--- src/hw/rtl/tsmb_pkg.sv ---
package tsmb_pkg;

  localparam int unsigned ACC_W = 50;
  localparam logic [2:0] FLAGS_ALL = 3'b111;
  localparam logic signed [31:0] Q_ONE = 32'sd65536;
  localparam longint unsigned PI_Q30 = 64'd3373259426;
  localparam logic [6:0] ANGLE_DIV = 7'd45;

  typedef struct packed {
    logic              op;
    logic [2:0]        srt_flags;
    logic signed [31:0] scale_u;
    logic signed [31:0] scale_v;
    logic signed [31:0] rot_degrees;
    logic signed [31:0] trans_u;
    logic signed [31:0] trans_v;
  } in_item_t;

  typedef struct packed {
    logic              applied;
    logic signed [31:0] m00;
    logic signed [31:0] m01;
    logic signed [31:0] m02;
    logic signed [31:0] m03;
    logic signed [31:0] m10;
    logic signed [31:0] m11;
    logic signed [31:0] m12;
    logic signed [31:0] m13;
  } out_item_t;

  typedef enum logic [2:0] {
    OA_SU, OA_SV, OA_SUCR, OA_SUSR, OA_SVCR, OA_SVSR
  } opa_t;

  typedef enum logic [2:0] {
    OB_C, OB_S, OB_TU, OB_TV, OB_MLO, OB_MHI, OB_A, OB_B
  } opb_t;

  typedef enum logic [1:0] {
    IN_ZERO, IN_CONT, IN_SUSR, IN_ONE_SVCR
  } acc_init_t;

  typedef enum logic [3:0] {
    DS_NONE, DS_SUCR, DS_SUSR, DS_SVCR, DS_SVSR, DS_TMP, DS_PAIR, DS_BUILD,
    DS_M03, DS_M13
  } dest_t;

  typedef struct packed {
    opa_t      opa;
    opb_t      opb;
    acc_init_t init;
    logic      neg;
    dest_t     dest;
  } uop_t;

  function automatic logic signed [31:0] sat32(input logic signed [ACC_W-1:0] v);
    logic signed [31:0] r;
    if (v > 50'sd2147483647) r = 32'sh7fffffff;
    else if (v < -50'sd2147483648) r = 32'sh80000000;
    else r = v[31:0];
    return r;
  endfunction

  function automatic logic signed [ACC_W-1:0] ext32(input logic signed [31:0] v);
    return {{(ACC_W-32){v[31]}}, v};
  endfunction

  // Quarter-wave sample k of a table with 2^bits points per turn, unsigned Q1.16.
  // Each series term is divided by (2n)(2n+1) through a ceil(2^64 / d) reciprocal.
  function automatic logic [16:0] wave_point(input int unsigned bits, input int unsigned k);
    longint unsigned x;
    longint unsigned x2;
    longint unsigned term;
    longint unsigned rc;
    logic [127:0]    wide;
    longint sum;
    longint r;
    x = (PI_Q30 * 64'd2 * 64'(k)) >> bits;
    x2 = (x * x) >> 30;
    term = x;
    sum = longint'(x);
    for (int n = 1; n <= 7; n++) begin
      case (n)
        1: rc = 64'd3074457345618258603;
        2: rc = 64'd922337203685477581;
        3: rc = 64'd439208192231179801;
        4: rc = 64'd256204778801521551;
        5: rc = 64'd167697673397359561;
        6: rc = 64'd118248359446856101;
        default: rc = 64'd87841638446235961;
      endcase
      wide = 128'((term * x2) >> 30) * 128'(rc);
      term = wide[127:64];
      if (n[0]) sum = sum - longint'(term);
      else sum = sum + longint'(term);
    end
    if (sum < 0) sum = 0;
    r = (sum + 64'sd8192) >>> 14;
    if (r > 64'sd65536) r = 64'sd65536;
    return r[16:0];
  endfunction

endpackage

--- src/hw/rtl/tsmb_if.sv ---
interface tsmb_in_if;
  import tsmb_pkg::*;
  logic     valid;
  logic     ready;
  in_item_t item;
  modport source (output valid, output item, input ready);
  modport sink (input valid, input item, output ready);
endinterface

interface tsmb_out_if;
  import tsmb_pkg::*;
  logic      valid;
  logic      ready;
  out_item_t item;
  modport source (output valid, output item, input ready);
  modport sink (input valid, input item, output ready);
endinterface

--- src/hw/rtl/texture_srt_matrix_builder.sv ---
// Channel  Dir  Handshake      Payload
// in_ch    in   valid/ready    op, srt_flags, scale_u/v, rot_degrees, trans_u/v
// out_ch   out  valid/ready    applied, m00..m03, m10..m13
//
// With all flags set the item goes straight to the result; otherwise an item whose
// angle is used first takes the angle-to-index reciprocal multiply on the shared
// multiplier, then a build issues 8 products and a multiply 20, one product a cycle
// on the shared 32x32 multiplier. Reset loads the identity rows, no sweep.
// in_ch.ready is high only while idle; a waiting result does not block the next
// item, but the next result waits for out_ch to drain.
module texture_srt_matrix_builder #(
  parameter int SINE_TABLE_BITS = 8
) (
  input logic clk,
  input logic rst_n,
  tsmb_in_if.sink in_ch,
  tsmb_out_if.source out_ch
);
  import tsmb_pkg::*;

  localparam int TB = SINE_TABLE_BITS;
  localparam int NPTS = 1 << TB;
  localparam int QUARTER = NPTS / 4;
  localparam int QIW = TB - 1;
  localparam int DW = TB + 14;
  localparam int NW = TB + 33;
  localparam int DIV_SH = DW + 6;
  localparam logic [DW-1:0] DIV_OFS = DW'(5760 * NPTS);
  localparam logic signed [NW-1:0] HALF_TURN = NW'(180 * 65536);
  localparam longint unsigned RECIP =
    ((64'd1 << DIV_SH) + 64'(ANGLE_DIV) - 64'd1) / 64'(ANGLE_DIV);
  localparam logic signed [31:0] RECIP_Q = 32'(RECIP);

  typedef logic [16:0] wave_tab_t [QUARTER+1];

  function automatic wave_tab_t build_wave();
    wave_tab_t w;
    for (int k = 0; k <= QUARTER; k++) w[k] = wave_point(TB, k);
    return w;
  endfunction

  localparam wave_tab_t WAVE = build_wave();

  function automatic logic signed [17:0] wave_sin(input logic [TB-1:0] idx);
    logic [1:0] quad;
    logic [QIW-1:0] r;
    logic [QIW-1:0] rr;
    logic signed [17:0] v;
    quad = idx[TB-1:TB-2];
    r = QIW'(idx[TB-3:0]);
    rr = QIW'(QUARTER) - r;
    case (quad)
      2'd0: v = signed'({1'b0, WAVE[r]});
      2'd1: v = signed'({1'b0, WAVE[rr]});
      2'd2: v = -signed'({1'b0, WAVE[r]});
      default: v = -signed'({1'b0, WAVE[rr]});
    endcase
    return v;
  endfunction

  function automatic uop_t decode(input logic mode, input logic [4:0] u);
    uop_t d;
    d = '{opa: OA_SU, opb: OB_C, init: IN_ZERO, neg: 1'b0, dest: DS_NONE};
    if (u < 5'd4) begin
      case (u[1:0])
        2'd0: d = '{OA_SU, OB_C, IN_ZERO, 1'b0, DS_SUCR};
        2'd1: d = '{OA_SU, OB_S, IN_ZERO, 1'b0, DS_SUSR};
        2'd2: d = '{OA_SV, OB_C, IN_ZERO, 1'b0, DS_SVCR};
        default: d = '{OA_SV, OB_S, IN_ZERO, 1'b0, DS_SVSR};
      endcase
    end else if (!mode) begin
      case (u[1:0])
        2'd0: d = '{OA_SUCR, OB_TU, IN_SUSR, 1'b1, DS_NONE};
        2'd1: d = '{OA_SUSR, OB_TV, IN_CONT, 1'b1, DS_BUILD};
        2'd2: d = '{OA_SVSR, OB_TU, IN_ONE_SVCR, 1'b1, DS_NONE};
        default: d = '{OA_SVCR, OB_TV, IN_CONT, 1'b0, DS_M13};
      endcase
    end else if (u >= 5'd16) begin
      case (u[1:0])
        2'd0: d = '{OA_SUCR, OB_A, IN_SUSR, 1'b0, DS_NONE};
        2'd1: d = '{OA_SUSR, OB_B, IN_CONT, 1'b1, DS_M03};
        2'd2: d = '{OA_SVSR, OB_A, IN_ONE_SVCR, 1'b0, DS_NONE};
        default: d = '{OA_SVCR, OB_B, IN_CONT, 1'b0, DS_M13};
      endcase
    end else begin
      case (u[1:0])
        2'd0: d = '{OA_SUCR, OB_MLO, IN_ZERO, 1'b0, DS_NONE};
        2'd1: d = '{OA_SUSR, OB_MHI, IN_CONT, 1'b1, DS_TMP};
        2'd2: d = '{OA_SVSR, OB_MLO, IN_ZERO, 1'b0, DS_NONE};
        default: d = '{OA_SVCR, OB_MHI, IN_CONT, 1'b0, DS_PAIR};
      endcase
    end
    return d;
  endfunction

  typedef enum logic [5:0] {
    ST_IDLE  = 6'b000001,
    ST_DIV   = 6'b000010,
    ST_TRIG  = 6'b000100,
    ST_MUL   = 6'b001000,
    ST_DRAIN = 6'b010000,
    ST_FIN   = 6'b100000
  } state_t;

  state_t state_r, state_nxt;

  logic               op_r, applied_r, rot0_r;
  logic signed [31:0] su_r, sv_r, tu_r, tv_r;
  logic signed [17:0] s_r, c_r;
  logic signed [31:0] sucr_r, susr_r, svcr_r, svsr_r, tmp_r, a_r, b_r;
  logic signed [31:0] m00_r, m01_r, m02_r, m03_r, m10_r, m11_r, m12_r, m13_r;
  logic [DW-1:0]      dvd_r;
  logic [4:0]         u_r;
  logic signed [63:0] prod_r;
  logic signed [ACC_W-1:0] acc_r;
  uop_t               st_r;
  logic               st_v_r;
  logic [1:0]         st_lane_r;
  logic               out_valid_r;
  out_item_t          out_r;

  logic               in_acc;
  logic signed [NW-1:0] ang_num;
  logic [DW-1:0]      dvd_in;
  uop_t               cur;
  logic [1:0]         lane;
  logic signed [31:0] opa, opb, mlo, mhi;
  logic signed [31:0] mul_a, mul_b;
  logic [4:0]         u_last;
  logic signed [63:0] rnd_sum;
  logic signed [ACC_W-1:0] base, pq, acc_sum;
  logic signed [31:0] res;
  logic [TB-1:0]      idx;
  logic               out_free;

  assign in_ch.ready = (state_r == ST_IDLE);
  assign in_acc = in_ch.valid && in_ch.ready;
  assign out_ch.valid = out_valid_r;
  assign out_ch.item = out_r;
  assign out_free = !out_valid_r || out_ch.ready;

  // Angle index: floor(floor((deg * N + 180 * 2^16) / 2^19) / 45); offset keeps it
  // positive, divide by 45 through a reciprocal multiply on the shared multiplier.
  assign ang_num = ({{(NW-32){in_ch.item.rot_degrees[31]}}, in_ch.item.rot_degrees} <<< TB)
                   + HALF_TURN;
  assign dvd_in = ang_num[NW-1:19] + DIV_OFS;

  assign idx = prod_r[DIV_SH +: TB];

  assign cur = decode(op_r, u_r);
  assign lane = u_r[3:2] - 2'd1;
  assign u_last = op_r ? 5'd19 : 5'd7;

  assign mul_a = (state_r == ST_DIV) ? signed'(32'(dvd_r)) : opa;
  assign mul_b = (state_r == ST_DIV) ? RECIP_Q : opb;

  always_comb begin
    case (lane)
      2'd0: begin mlo = m00_r; mhi = m10_r; end
      2'd1: begin mlo = m01_r; mhi = m11_r; end
      default: begin mlo = m02_r; mhi = m12_r; end
    endcase
    case (cur.opa)
      OA_SU:   opa = su_r;
      OA_SV:   opa = sv_r;
      OA_SUCR: opa = sucr_r;
      OA_SUSR: opa = susr_r;
      OA_SVCR: opa = svcr_r;
      OA_SVSR: opa = svsr_r;
      default: opa = su_r;
    endcase
    case (cur.opb)
      OB_C:   opb = 32'(c_r);
      OB_S:   opb = 32'(s_r);
      OB_TU:  opb = tu_r;
      OB_TV:  opb = tv_r;
      OB_MLO: opb = mlo;
      OB_MHI: opb = mhi;
      OB_A:   opb = a_r;
      default: opb = b_r;
    endcase
  end

  // Round half up, then add to or subtract from the selected base (zero, the running sum or a preset).
  always_comb begin
    rnd_sum = prod_r + 64'sd32768;
    pq = ACC_W'(signed'(rnd_sum[63:16]));
    case (st_r.init)
      IN_ZERO:     base = '0;
      IN_CONT:     base = acc_r;
      IN_SUSR:     base = ext32(susr_r);
      default:     base = ext32(Q_ONE) - ext32(svcr_r);
    endcase
    acc_sum = st_r.neg ? base - pq : base + pq;
    res = sat32(acc_sum);
  end

  always_comb begin
    state_nxt = state_r;
    case (state_r)
      ST_IDLE: begin
        if (in_acc) begin
          if (in_ch.item.srt_flags == FLAGS_ALL) state_nxt = ST_FIN;
          else if (in_ch.item.srt_flags[1]) state_nxt = ST_TRIG;
          else state_nxt = ST_DIV;
        end
      end
      ST_DIV:   state_nxt = ST_TRIG;
      ST_TRIG:  state_nxt = ST_MUL;
      ST_MUL:   if (u_r == u_last) state_nxt = ST_DRAIN;
      ST_DRAIN: state_nxt = ST_FIN;
      ST_FIN:   if (out_free) state_nxt = ST_IDLE;
      default:  state_nxt = ST_IDLE;
    endcase
  end

  always_ff @(posedge clk) begin
    if (!rst_n) begin
      state_r <= ST_IDLE;
      st_v_r <= 1'b0;
      out_valid_r <= 1'b0;
    end else begin
      state_r <= state_nxt;
      st_v_r <= (state_r == ST_MUL);
      if (state_r == ST_FIN && out_free) out_valid_r <= 1'b1;
      else if (out_ch.ready) out_valid_r <= 1'b0;
    end
  end

  // Item capture, angle index, table lookup and multiplier issue.
  always_ff @(posedge clk) begin
    case (state_r)
      ST_IDLE: begin
        if (in_acc) begin
          op_r <= in_ch.item.op;
          applied_r <= (in_ch.item.srt_flags != FLAGS_ALL);
          rot0_r <= in_ch.item.srt_flags[1];
          su_r <= in_ch.item.srt_flags[0] ? Q_ONE : in_ch.item.scale_u;
          sv_r <= in_ch.item.srt_flags[0] ? Q_ONE : in_ch.item.scale_v;
          tu_r <= in_ch.item.srt_flags[2] ? 32'sd0 : in_ch.item.trans_u;
          tv_r <= in_ch.item.srt_flags[2] ? 32'sd0 : in_ch.item.trans_v;
          s_r <= 18'sd0;
          c_r <= 18'(Q_ONE);
          dvd_r <= dvd_in;
          u_r <= '0;
        end
      end
      ST_DIV: begin
        prod_r <= mul_a * mul_b;
      end
      ST_TRIG: begin
        if (!rot0_r) begin
          s_r <= wave_sin(idx);
          c_r <= wave_sin(idx + TB'(QUARTER));
        end
        a_r <= sat32(ext32(m03_r) - ext32(tu_r));
        b_r <= sat32(ext32(m13_r) + ext32(tv_r));
      end
      ST_MUL: begin
        prod_r <= mul_a * mul_b;
        st_r <= cur;
        st_lane_r <= lane;
        u_r <= u_r + 5'd1;
      end
      default: ;
    endcase
  end

  // Accumulate stage: write back the saturated result.
  always_ff @(posedge clk) begin
    if (!rst_n) begin
      m00_r <= Q_ONE; m01_r <= '0; m02_r <= '0; m03_r <= '0;
      m10_r <= '0; m11_r <= Q_ONE; m12_r <= '0; m13_r <= '0;
    end else if (st_v_r) begin
      case (st_r.dest)
        DS_BUILD: begin
          m00_r <= sucr_r;
          m01_r <= sat32(-ext32(susr_r));
          m02_r <= '0;
          m03_r <= res;
          m10_r <= svsr_r;
          m11_r <= svcr_r;
          m12_r <= '0;
        end
        DS_PAIR: begin
          case (st_lane_r)
            2'd0: begin m00_r <= tmp_r; m10_r <= res; end
            2'd1: begin m01_r <= tmp_r; m11_r <= res; end
            default: begin m02_r <= tmp_r; m12_r <= res; end
          endcase
        end
        DS_M03: m03_r <= res;
        DS_M13: m13_r <= res;
        default: ;
      endcase
    end
  end

  always_ff @(posedge clk) begin
    if (st_v_r) begin
      acc_r <= acc_sum;
      case (st_r.dest)
        DS_SUCR: sucr_r <= res;
        DS_SUSR: susr_r <= res;
        DS_SVCR: svcr_r <= res;
        DS_SVSR: svsr_r <= res;
        DS_TMP:  tmp_r <= res;
        default: ;
      endcase
    end
  end

  always_ff @(posedge clk) begin
    if (state_r == ST_FIN && out_free) begin
      out_r <= '{applied: applied_r, m00: m00_r, m01: m01_r, m02: m02_r, m03: m03_r,
                 m10: m10_r, m11: m11_r, m12: m12_r, m13: m13_r};
    end
  end

endmodule

--- src/flat_wrapper.sv ---
// flat-port wrapper written by rule: the top's interface ports become plain ports
module texture_srt_matrix_builder_flat import tsmb_pkg::*;
#(
  parameter int SINE_TABLE_BITS = 8
)
  (clk, rst_n, in_ch_valid, in_ch_item, in_ch_ready, out_ch_valid, out_ch_item, out_ch_ready);
  tsmb_in_if in_ch_i ();
  tsmb_out_if out_ch_i ();
  input logic clk;
  input logic rst_n;
  input wire logic [$bits(in_ch_i.valid)-1:0] in_ch_valid;
  input wire logic [$bits(in_ch_i.item)-1:0] in_ch_item;
  output wire logic [$bits(in_ch_i.ready)-1:0] in_ch_ready;
  output wire logic [$bits(out_ch_i.valid)-1:0] out_ch_valid;
  output wire logic [$bits(out_ch_i.item)-1:0] out_ch_item;
  input wire logic [$bits(out_ch_i.ready)-1:0] out_ch_ready;
  assign in_ch_i.valid = in_ch_valid;
  assign in_ch_i.item = in_ch_item;
  assign in_ch_ready = in_ch_i.ready;
  assign out_ch_valid = out_ch_i.valid;
  assign out_ch_item = out_ch_i.item;
  assign out_ch_i.ready = out_ch_ready;
  texture_srt_matrix_builder #(.SINE_TABLE_BITS(SINE_TABLE_BITS)) u_core (.clk(clk), .rst_n(rst_n), .in_ch(in_ch_i), .out_ch(out_ch_i));
endmodule
--- config.mk ---
export PLATFORM = sky130hd
export DESIGN_NAME = texture_srt_matrix_builder_flat
export DESIGN_NICKNAME = d
export VERILOG_FILES = /design/src/hw/rtl/tsmb_pkg.sv /design/src/hw/rtl/tsmb_if.sv /design/src/hw/rtl/texture_srt_matrix_builder.sv /design/src/flat_wrapper.sv
export SDC_FILE = /design/constraint.sdc
export NUM_CORES = 2
export LEC_CHECK = 0
export BUFFER_PORTS_ARGS = -buffer_cell sky130_fd_sc_hd__buf_4
export CORE_ASPECT_RATIO = 1.5
export CORE_MARGIN = 5
export CORE_UTILIZATION = 30
export CTS_CLUSTER_SIZE = 8
export DETAILED_ROUTE_END_ITERATION = 10
export PLACE_DENSITY_LB_ADDON = 0.08
export SYNTH_ARGS = -nofsm -noshare
export SYNTH_HDL_FRONTEND = slang
export SYNTH_SLANG_ARGS = --single-unit
export TNS_END_PERCENT = 20
--- constraint.sdc ---
create_clock -name clk -period 27.8 [get_ports clk]
set_input_delay 1.39 -clock clk [delete_from_list [all_inputs] [get_ports clk]]
set_output_delay 1.39 -clock clk [all_outputs]
set_load 0.1 [all_outputs]
After elaboration in Yosys (flattened, before gate mapping):

Memory sizes are Yosys's and may differ from the RTL's.
Index checks and enable logic that the tools add are counted.

* register bits: 1062
* bits in latches: 0
* memory bits (writable): 0
* bits in read-only memories: 8704
* input port bits: 168
* output and inout port bits: 259
* logic and storage cells: 223
* memories: 4

* add/sub/neg operators: 18
* multiply operators: 1
* divide/modulo/power cells: 0
* $lt $le $gt $ge: 14
* equality and inequality tests: 46
* shift operators: 0
* mux-type cells: 60
* bitwise gates (word level): 4
* reduce and logical (&&, ||, !) cells: 32

Memories
* (name not given): depth 128, width 17, read ports 1, clocked after Yosys merged registers in 0, wr ports 0, line texture_srt_matrix_builder.sv:53 `2'd0: v = signed'({1'b0, WAVE[r]});`
* (name not given): depth 128, width 17, read ports 1, clocked after Yosys merged registers in 0, wr ports 0, line texture_srt_matrix_builder.sv:54 `2'd1: v = signed'({1'b0, WAVE[rr]});`
* (name not given): depth 128, width 17, read ports 1, clocked after Yosys merged registers in 0, wr ports 0, line texture_srt_matrix_builder.sv:53
* (name not given): depth 128, width 17, read ports 1, clocked after Yosys merged registers in 0, wr ports 0, line texture_srt_matrix_builder.sv:54

Operators by type and width (number)
* 32-bit one-hot mux with 2 select lines: 8
* 32-bit two-way mux: 14
* 32-bit one-hot mux with 7 select lines: 1
* 50-bit by 32-bit greater-than comparator with 1-bit output, second input constant: 4
* 50-bit by 32-bit less-than comparator with 1-bit output, second input constant: 4
* 32-bit one-hot mux with 5 select lines: 1
* 50-bit one-hot mux with 3 select lines: 1
* 17-bit two-way mux: 8
* 13-bit one-hot mux with 3 select lines: 3
* 18-bit one-hot mux with 3 select lines: 2
* 18-bit two-way mux: 4
* 17-bit negator with 18-bit output: 4
* 18-bit one-hot mux with 2 select lines: 2
* 64-bit by 17-bit adder with 64-bit output, second input constant: 1
* 32-bit by 32-bit multiplier with 64-bit output: 1
* 50-bit by 48-bit adder with 50-bit output: 1
* 50-bit two-way mux: 1
* 32-bit negator with 50-bit output: 1
* 50-bit by 48-bit subtractor with 50-bit output: 1
* 40-bit by 25-bit adder with 41-bit output, second input constant: 1
* 13-bit two-way mux: 3
* 6-bit one-hot mux with 6 select lines: 1
* 32-bit by 32-bit adder with 33-bit output: 1
* 11-bit one-hot mux with 3 select lines: 1
* 45 further kinds: 106

Depth between registers and ports, before layout:

* depth in word-level cells: 10
* depth in mapped cells: 44
* depth with buffers taken out: 39

Worst setup path after synthesis:

OpenSTA, ideal clock, no wires.

* path kind: input -> register
* from: input out_ch_ready
* to: register u_core.out_r, in the netlist u_core.out_ch.item[0], enable pin
* library setup time: 0.911 ns
* data arrival time: 12.796 ns
* data required time: 26.889 ns
* path slack: 14.093 ns
* stages: 2
* buffers on the path: 0
* path through: nor2b_1 > nor2b_1

* cells in the longest elaborated chain, start to end: 2

RTL lines
* start: declaration: line flat_wrapper.sv:16 `input wire logic [$bits(out_ch_i.ready)-1:0] out_ch_ready;`
* 1-bit logical OR: line texture_srt_matrix_builder.sv:140 `assign out_free = !out_valid_r || out_ch.ready;`
* 1-bit logical AND: line texture_srt_matrix_builder.sv:314 `if (state_r == ST_FIN && out_free) begin`
* end signal: assignment: line texture_srt_matrix_builder.sv:315 `out_r <= '{applied: applied_r, m00: m00_r, m01: m01_r, m02: m02_r, m03: m03_r,`
* end: declaration: line texture_srt_matrix_builder.sv:120 `out_item_t out_r;`

No other way between the ends.
A chain may end at the register's enable or synchronous reset.

Worst setup path after layout:

* from: register u_core.u_r[1]
* to: register u_core.prod_r[57], data pin

* cells in the longest elaborated chain, start to end: 9
* elaborated cells on any way between the ends: 29
* classes of those cells: mul (1); order compare (2); eq/ne (13); mux (11); reduce/logical (2)

RTL lines
* start: declaration: line texture_srt_matrix_builder.sv:113 `logic [4:0] u_r;`
* start signal: assignment: line texture_srt_matrix_builder.sv:263 `u_r <= u_r + 5'd1;`
* parallel branches: the longest is 4 deep, another holds 5-bit greater-or-equal comparator
* 13-bit two-way mux *: line texture_srt_matrix_builder.sv:64 `if (u < 5'd4) begin`
* 3-bit equality test (tied with other cells): line texture_srt_matrix_builder.sv:172 `case (cur.opb)`
* 32-bit one-hot mux with 7 select lines or 32-bit one-hot mux with 5 select lines (tied branches): line texture_srt_matrix_builder.sv:172, texture_srt_matrix_builder.sv:163
* 32-bit two-way mux (on tied branches): line texture_srt_matrix_builder.sv:155, texture_srt_matrix_builder.sv:154
* 32-bit by 32-bit multiplier with 64-bit output *: line texture_srt_matrix_builder.sv:249, texture_srt_matrix_builder.sv:260
* end signal: assignment: line texture_srt_matrix_builder.sv:249 `prod_r <= mul_a * mul_b;`
* end signal: assignment: line texture_srt_matrix_builder.sv:260 `prod_r <= mul_a * mul_b;`
* end: declaration: line texture_srt_matrix_builder.sv:114 `logic signed [63:0] prod_r;`

Every way passes the cells marked *.

==> results.yml <==
finish:
  area_growth_pct: 13.9
  seqCellArea_sq_um: 28800
  num-fill-cells: 31500
  multi_input_area_sq_um: 56900
  finalNetCount: 11400
  final_area_sq_um: 105000
  layout-drive-gt1-share_pct: 10.8
critical_path:
  start_kind: "flop"
  worst-path-max-fanout: 32
  critPathKind: "reg2reg"
  critPathMaxStageDelay_ps: 710
  arrival_ps: 13710
  cp_slowest_cell: "mux2i_1"
  reg2regPathDepth: 36
  r2r-start: "u_core.u_r[1]$_SDFFCE_PN0P_"
  critical_path_buf_inv_count: 8
  r2r_slack_ps: 14610
  crit_family: "adder cells"
  startpoint: "u_core.u_r[1]$_SDFFCE_PN0P_"
  cp_common_cell: "fa_1"
  worstPathRequired_ps: 28320
  worstReg2RegEnd: "u_core.prod_r[57]$_DFFE_PP_"
  end_kind: "flop"
placement:
  postPlaceCellArea_sq_um: 100000
  hpwl_um: 324000
  place.gp.congestion: 0.908
  io_buffers: 416
timing:
  hold_viol: 0
  setup_viol: 0
  tightestPinTransition_ps: 1330
  layout_min_cycle_time_ps: 13190
  fin_skew_ps: 90.5
  clock.fmax_mhz: 75.8
  fin_setup_tns_ps: 0
  rsz0062_at_grt: "no"
  max_slew_margin_pct: 11.4
  finalCritPeriodShare_pct: 47.4
  hold_ws_ps: 423
  finalMaxSlewViolations: 0
run:
  maxCapViolations: 0
cts:
  cts_buffer_depth: 4
  path_clk_slew_ps: 60
  cts_sinks: 1047
  clock_latency_ps: 860
  cts_max_level: 4
  cts_hold_buf: 0
  numCtsBuffers: 160
  cts_setup_buffers: 0
  cts_tree: "built"
  cts_resized: 0
  cts-root-buf: "clkbuf_16"
die:
  die_area_sq_um: 319000
  rows: 249
  fp.dieW_um: 463
  core_area_sq_um: 307000
  ios: 427
  start_util_pct: 30.1
  fp.dieH_um: 689
worst_hold_path:
  whs_path_depth: 0
  hold_start: "u_core.applied_r$_DFFE_PP_"
  holdPathEnd: "u_core.out_ch.item[256]$_DFFE_PP_"
  hold_path.class: "reg2reg"
detailed_routing:
  vias: 74100
  wire_per_inst_um: 30.3
  drc: 0
  totalWireLength_um: 422000
  ant_nets: 0
  avgViaCountPerCell: 5.31
  drtPass1Iterations: 10
  drt_first_iter_violations: 6169
yosys:
  yosys_warnings: 0
  synth_common_cells: "1287 x inv_1, 1085 x fa_1, 980 x nand2_1, 864 x nor2_1, 783 x edfxtp_1"
  avgSynthCellArea_sq_um: 9.67
  yosysMostFrequentCell: "inv_1"
  seq_area_frac_synth_pct: 31.2
  yosys.area.top_type_share_pct: 25.5
  synth_edf_count: 783
  synth_flop_cell: "edfxtp_1"
  synthArstFlopShare_pct: 0
  ys_top_cells_by_area: "edfxtp_1 25%, fa_1 24%, dfxtp_1 5.7%"
  ys_ff_latch: 1047
  syn_inst: 9546
  syn-num-nets: 11100
  synth_cell_type_count: 109
  synth_area_sq_um: 92300
  synth_area_leader_cell: "edfxtp_1"
global_route:
  antenna_found_initial: 25
  grt_start_max_net_pins: 88
  globalRouteTotalUtil_pct: 25.8
  grt_pass1_vias: 76600
  grt_first_pass_wirelength_um: 591000
  grt_overflow_total: 0
outcome:
  outcome: "complete, no violations"
stage by stage:
| step | setup slack, ps | cells | utilization, % |
|---|---|---|---|
| global placement | 14550 | 13600 | 32.8 |
| finish | 14610 | 13900 | 34.3 |
| detailed placement | 14570 | 13600 | 32.8 |
| CTS | 14510 | 13900 | 34.3 |
| global route | 14120 | 13900 | 34.3 |
| floorplan | 14090 | 9546 | - |
cells by family (layout without fill, tap and decap cells):
logic type,Yosys count,after routing,synth area share [%]
other,0,38,0
AO/OA/AOI/OAI,1827,1827,13.2
flip-flops,1047,1047,31.2
buffers and inverters,1865,2210,7.69
multiplexers,162,162,1.98
adder cells (fa/ha/maj),1434,1434,28.2
AND/OR/NAND/NOR,2862,2862,14.4
XOR/XNOR,349,349,3.34
worst reg2reg max path: cells and delay by family (launching register included):
family	cells	cell delay, ps
buffers and inverters	8	1740
and+or+nand+nor	5	1630
AOI/OAI and AO/OA	11	2900
muxes	1	720
adders and majority gates	10	5310
xor gates and xnor gates	1	150
DFF	1	490
cell usage in the layout, fill, tap and decap left out, drive strengths merged, types with 38 or more instances in the layout:
| cell type | instances |
|---|---|
| ha | 333 |
| a31oi | 63 |
| diode | 38 |
| a221oi | 93 |
| mux2i | 111 |
| or3 | 52 |
| o21ai | 463 |
| clkbuf | 271 |
| nor2b | 205 |
| o22ai | 51 |
| o211a | 38 |
| a211oi | 50 |
| nand2 | 981 |
| nor3 | 115 |
| a21o | 84 |
| and3 | 63 |
| inv | 1289 |
| dfxtp | 264 |
| buf | 638 |
| nand2b | 90 |
| fa | 1085 |
| nand3 | 153 |
| nor4 | 41 |
| nand4 | 70 |
| xnor2 | 204 |
| nor2 | 865 |
| o221ai | 39 |
| o211ai | 52 |
| mux2 | 38 |
| a21oi | 472 |
| xor2 | 145 |
| and2 | 112 |
| o21a | 55 |
| edfxtp | 783 |
| a22oi | 67 |
layer usage:
metal | vias up | track usage (%) | part of all wire (%)
met5 | - | 0 | 0
met4 | 0 | 16.4 | 7.9
met3 | 738 | 3.14 | 5.0
met2 | 2731 | 45.3 | 49
met1 | 38100 | 30.0 | 38
li1 | 32500 | - | -
registers in the layout, indices dropped and copies added, names as in the netlist, 32 cells and up:
| signal | count |
|---|---|
| u_core.m13_r | 32 |
| u_core.sucr_r | 32 |
| u_core.m12_r | 32 |
| u_core.b_r | 32 |
| u_core.m03_r | 32 |
| u_core.tv_r | 32 |
| u_core.acc_r | 50 |
| u_core.su_r | 32 |
| u_core.svcr_r | 32 |
| u_core.tmp_r | 32 |
| u_core.m00_r | 32 |
| u_core.a_r | 32 |
| u_core.m01_r | 32 |
| u_core.out_ch.item | 257 |
| u_core.sv_r | 32 |
| u_core.m11_r | 32 |
| u_core.svsr_r | 32 |
| u_core.susr_r | 32 |
| u_core.prod_r | 49 |
| u_core.m10_r | 32 |
| u_core.tu_r | 32 |
| u_core.m02_r | 32 |
layout make-up:
cell class | count | area share [%]
timing repair buffer | 638 | 4.56
inverter | 1293 | 4.62
clock inverter | 8 | 0.0964
multi-input combinational | 6634 | 54.2
antenna | 38 | 0.0905
clock buffer | 271 | 4.30
sequential | 1047 | 27.4
tap | 4016 | 4.78
worst max-delay path by stage:
| stage | endpoint | slack, ps | depth (start not counted) |
|---|---|---|---|
| after floorplan | u_core.out_ch.item[0]$_DFFE_PP_ | 14090 | 2 |
| after global placement | u_core.prod_r[57]$_DFFE_PP_ | 14550 | 36 |
| after detailed placement | u_core.prod_r[57]$_DFFE_PP_ | 14570 | 36 |
| after CTS | u_core.prod_r[57]$_DFFE_PP_ | 14510 | 36 |
| after global routing | u_core.prod_r[57]$_DFFE_PP_ | 14120 | 36 |
| final | u_core.prod_r[57]$_DFFE_PP_ | 14610 | 36 |
Power is left out: the tool's default activity adds up to more than one toggle a clock period on the data nets, which glitch-free logic cannot reach.
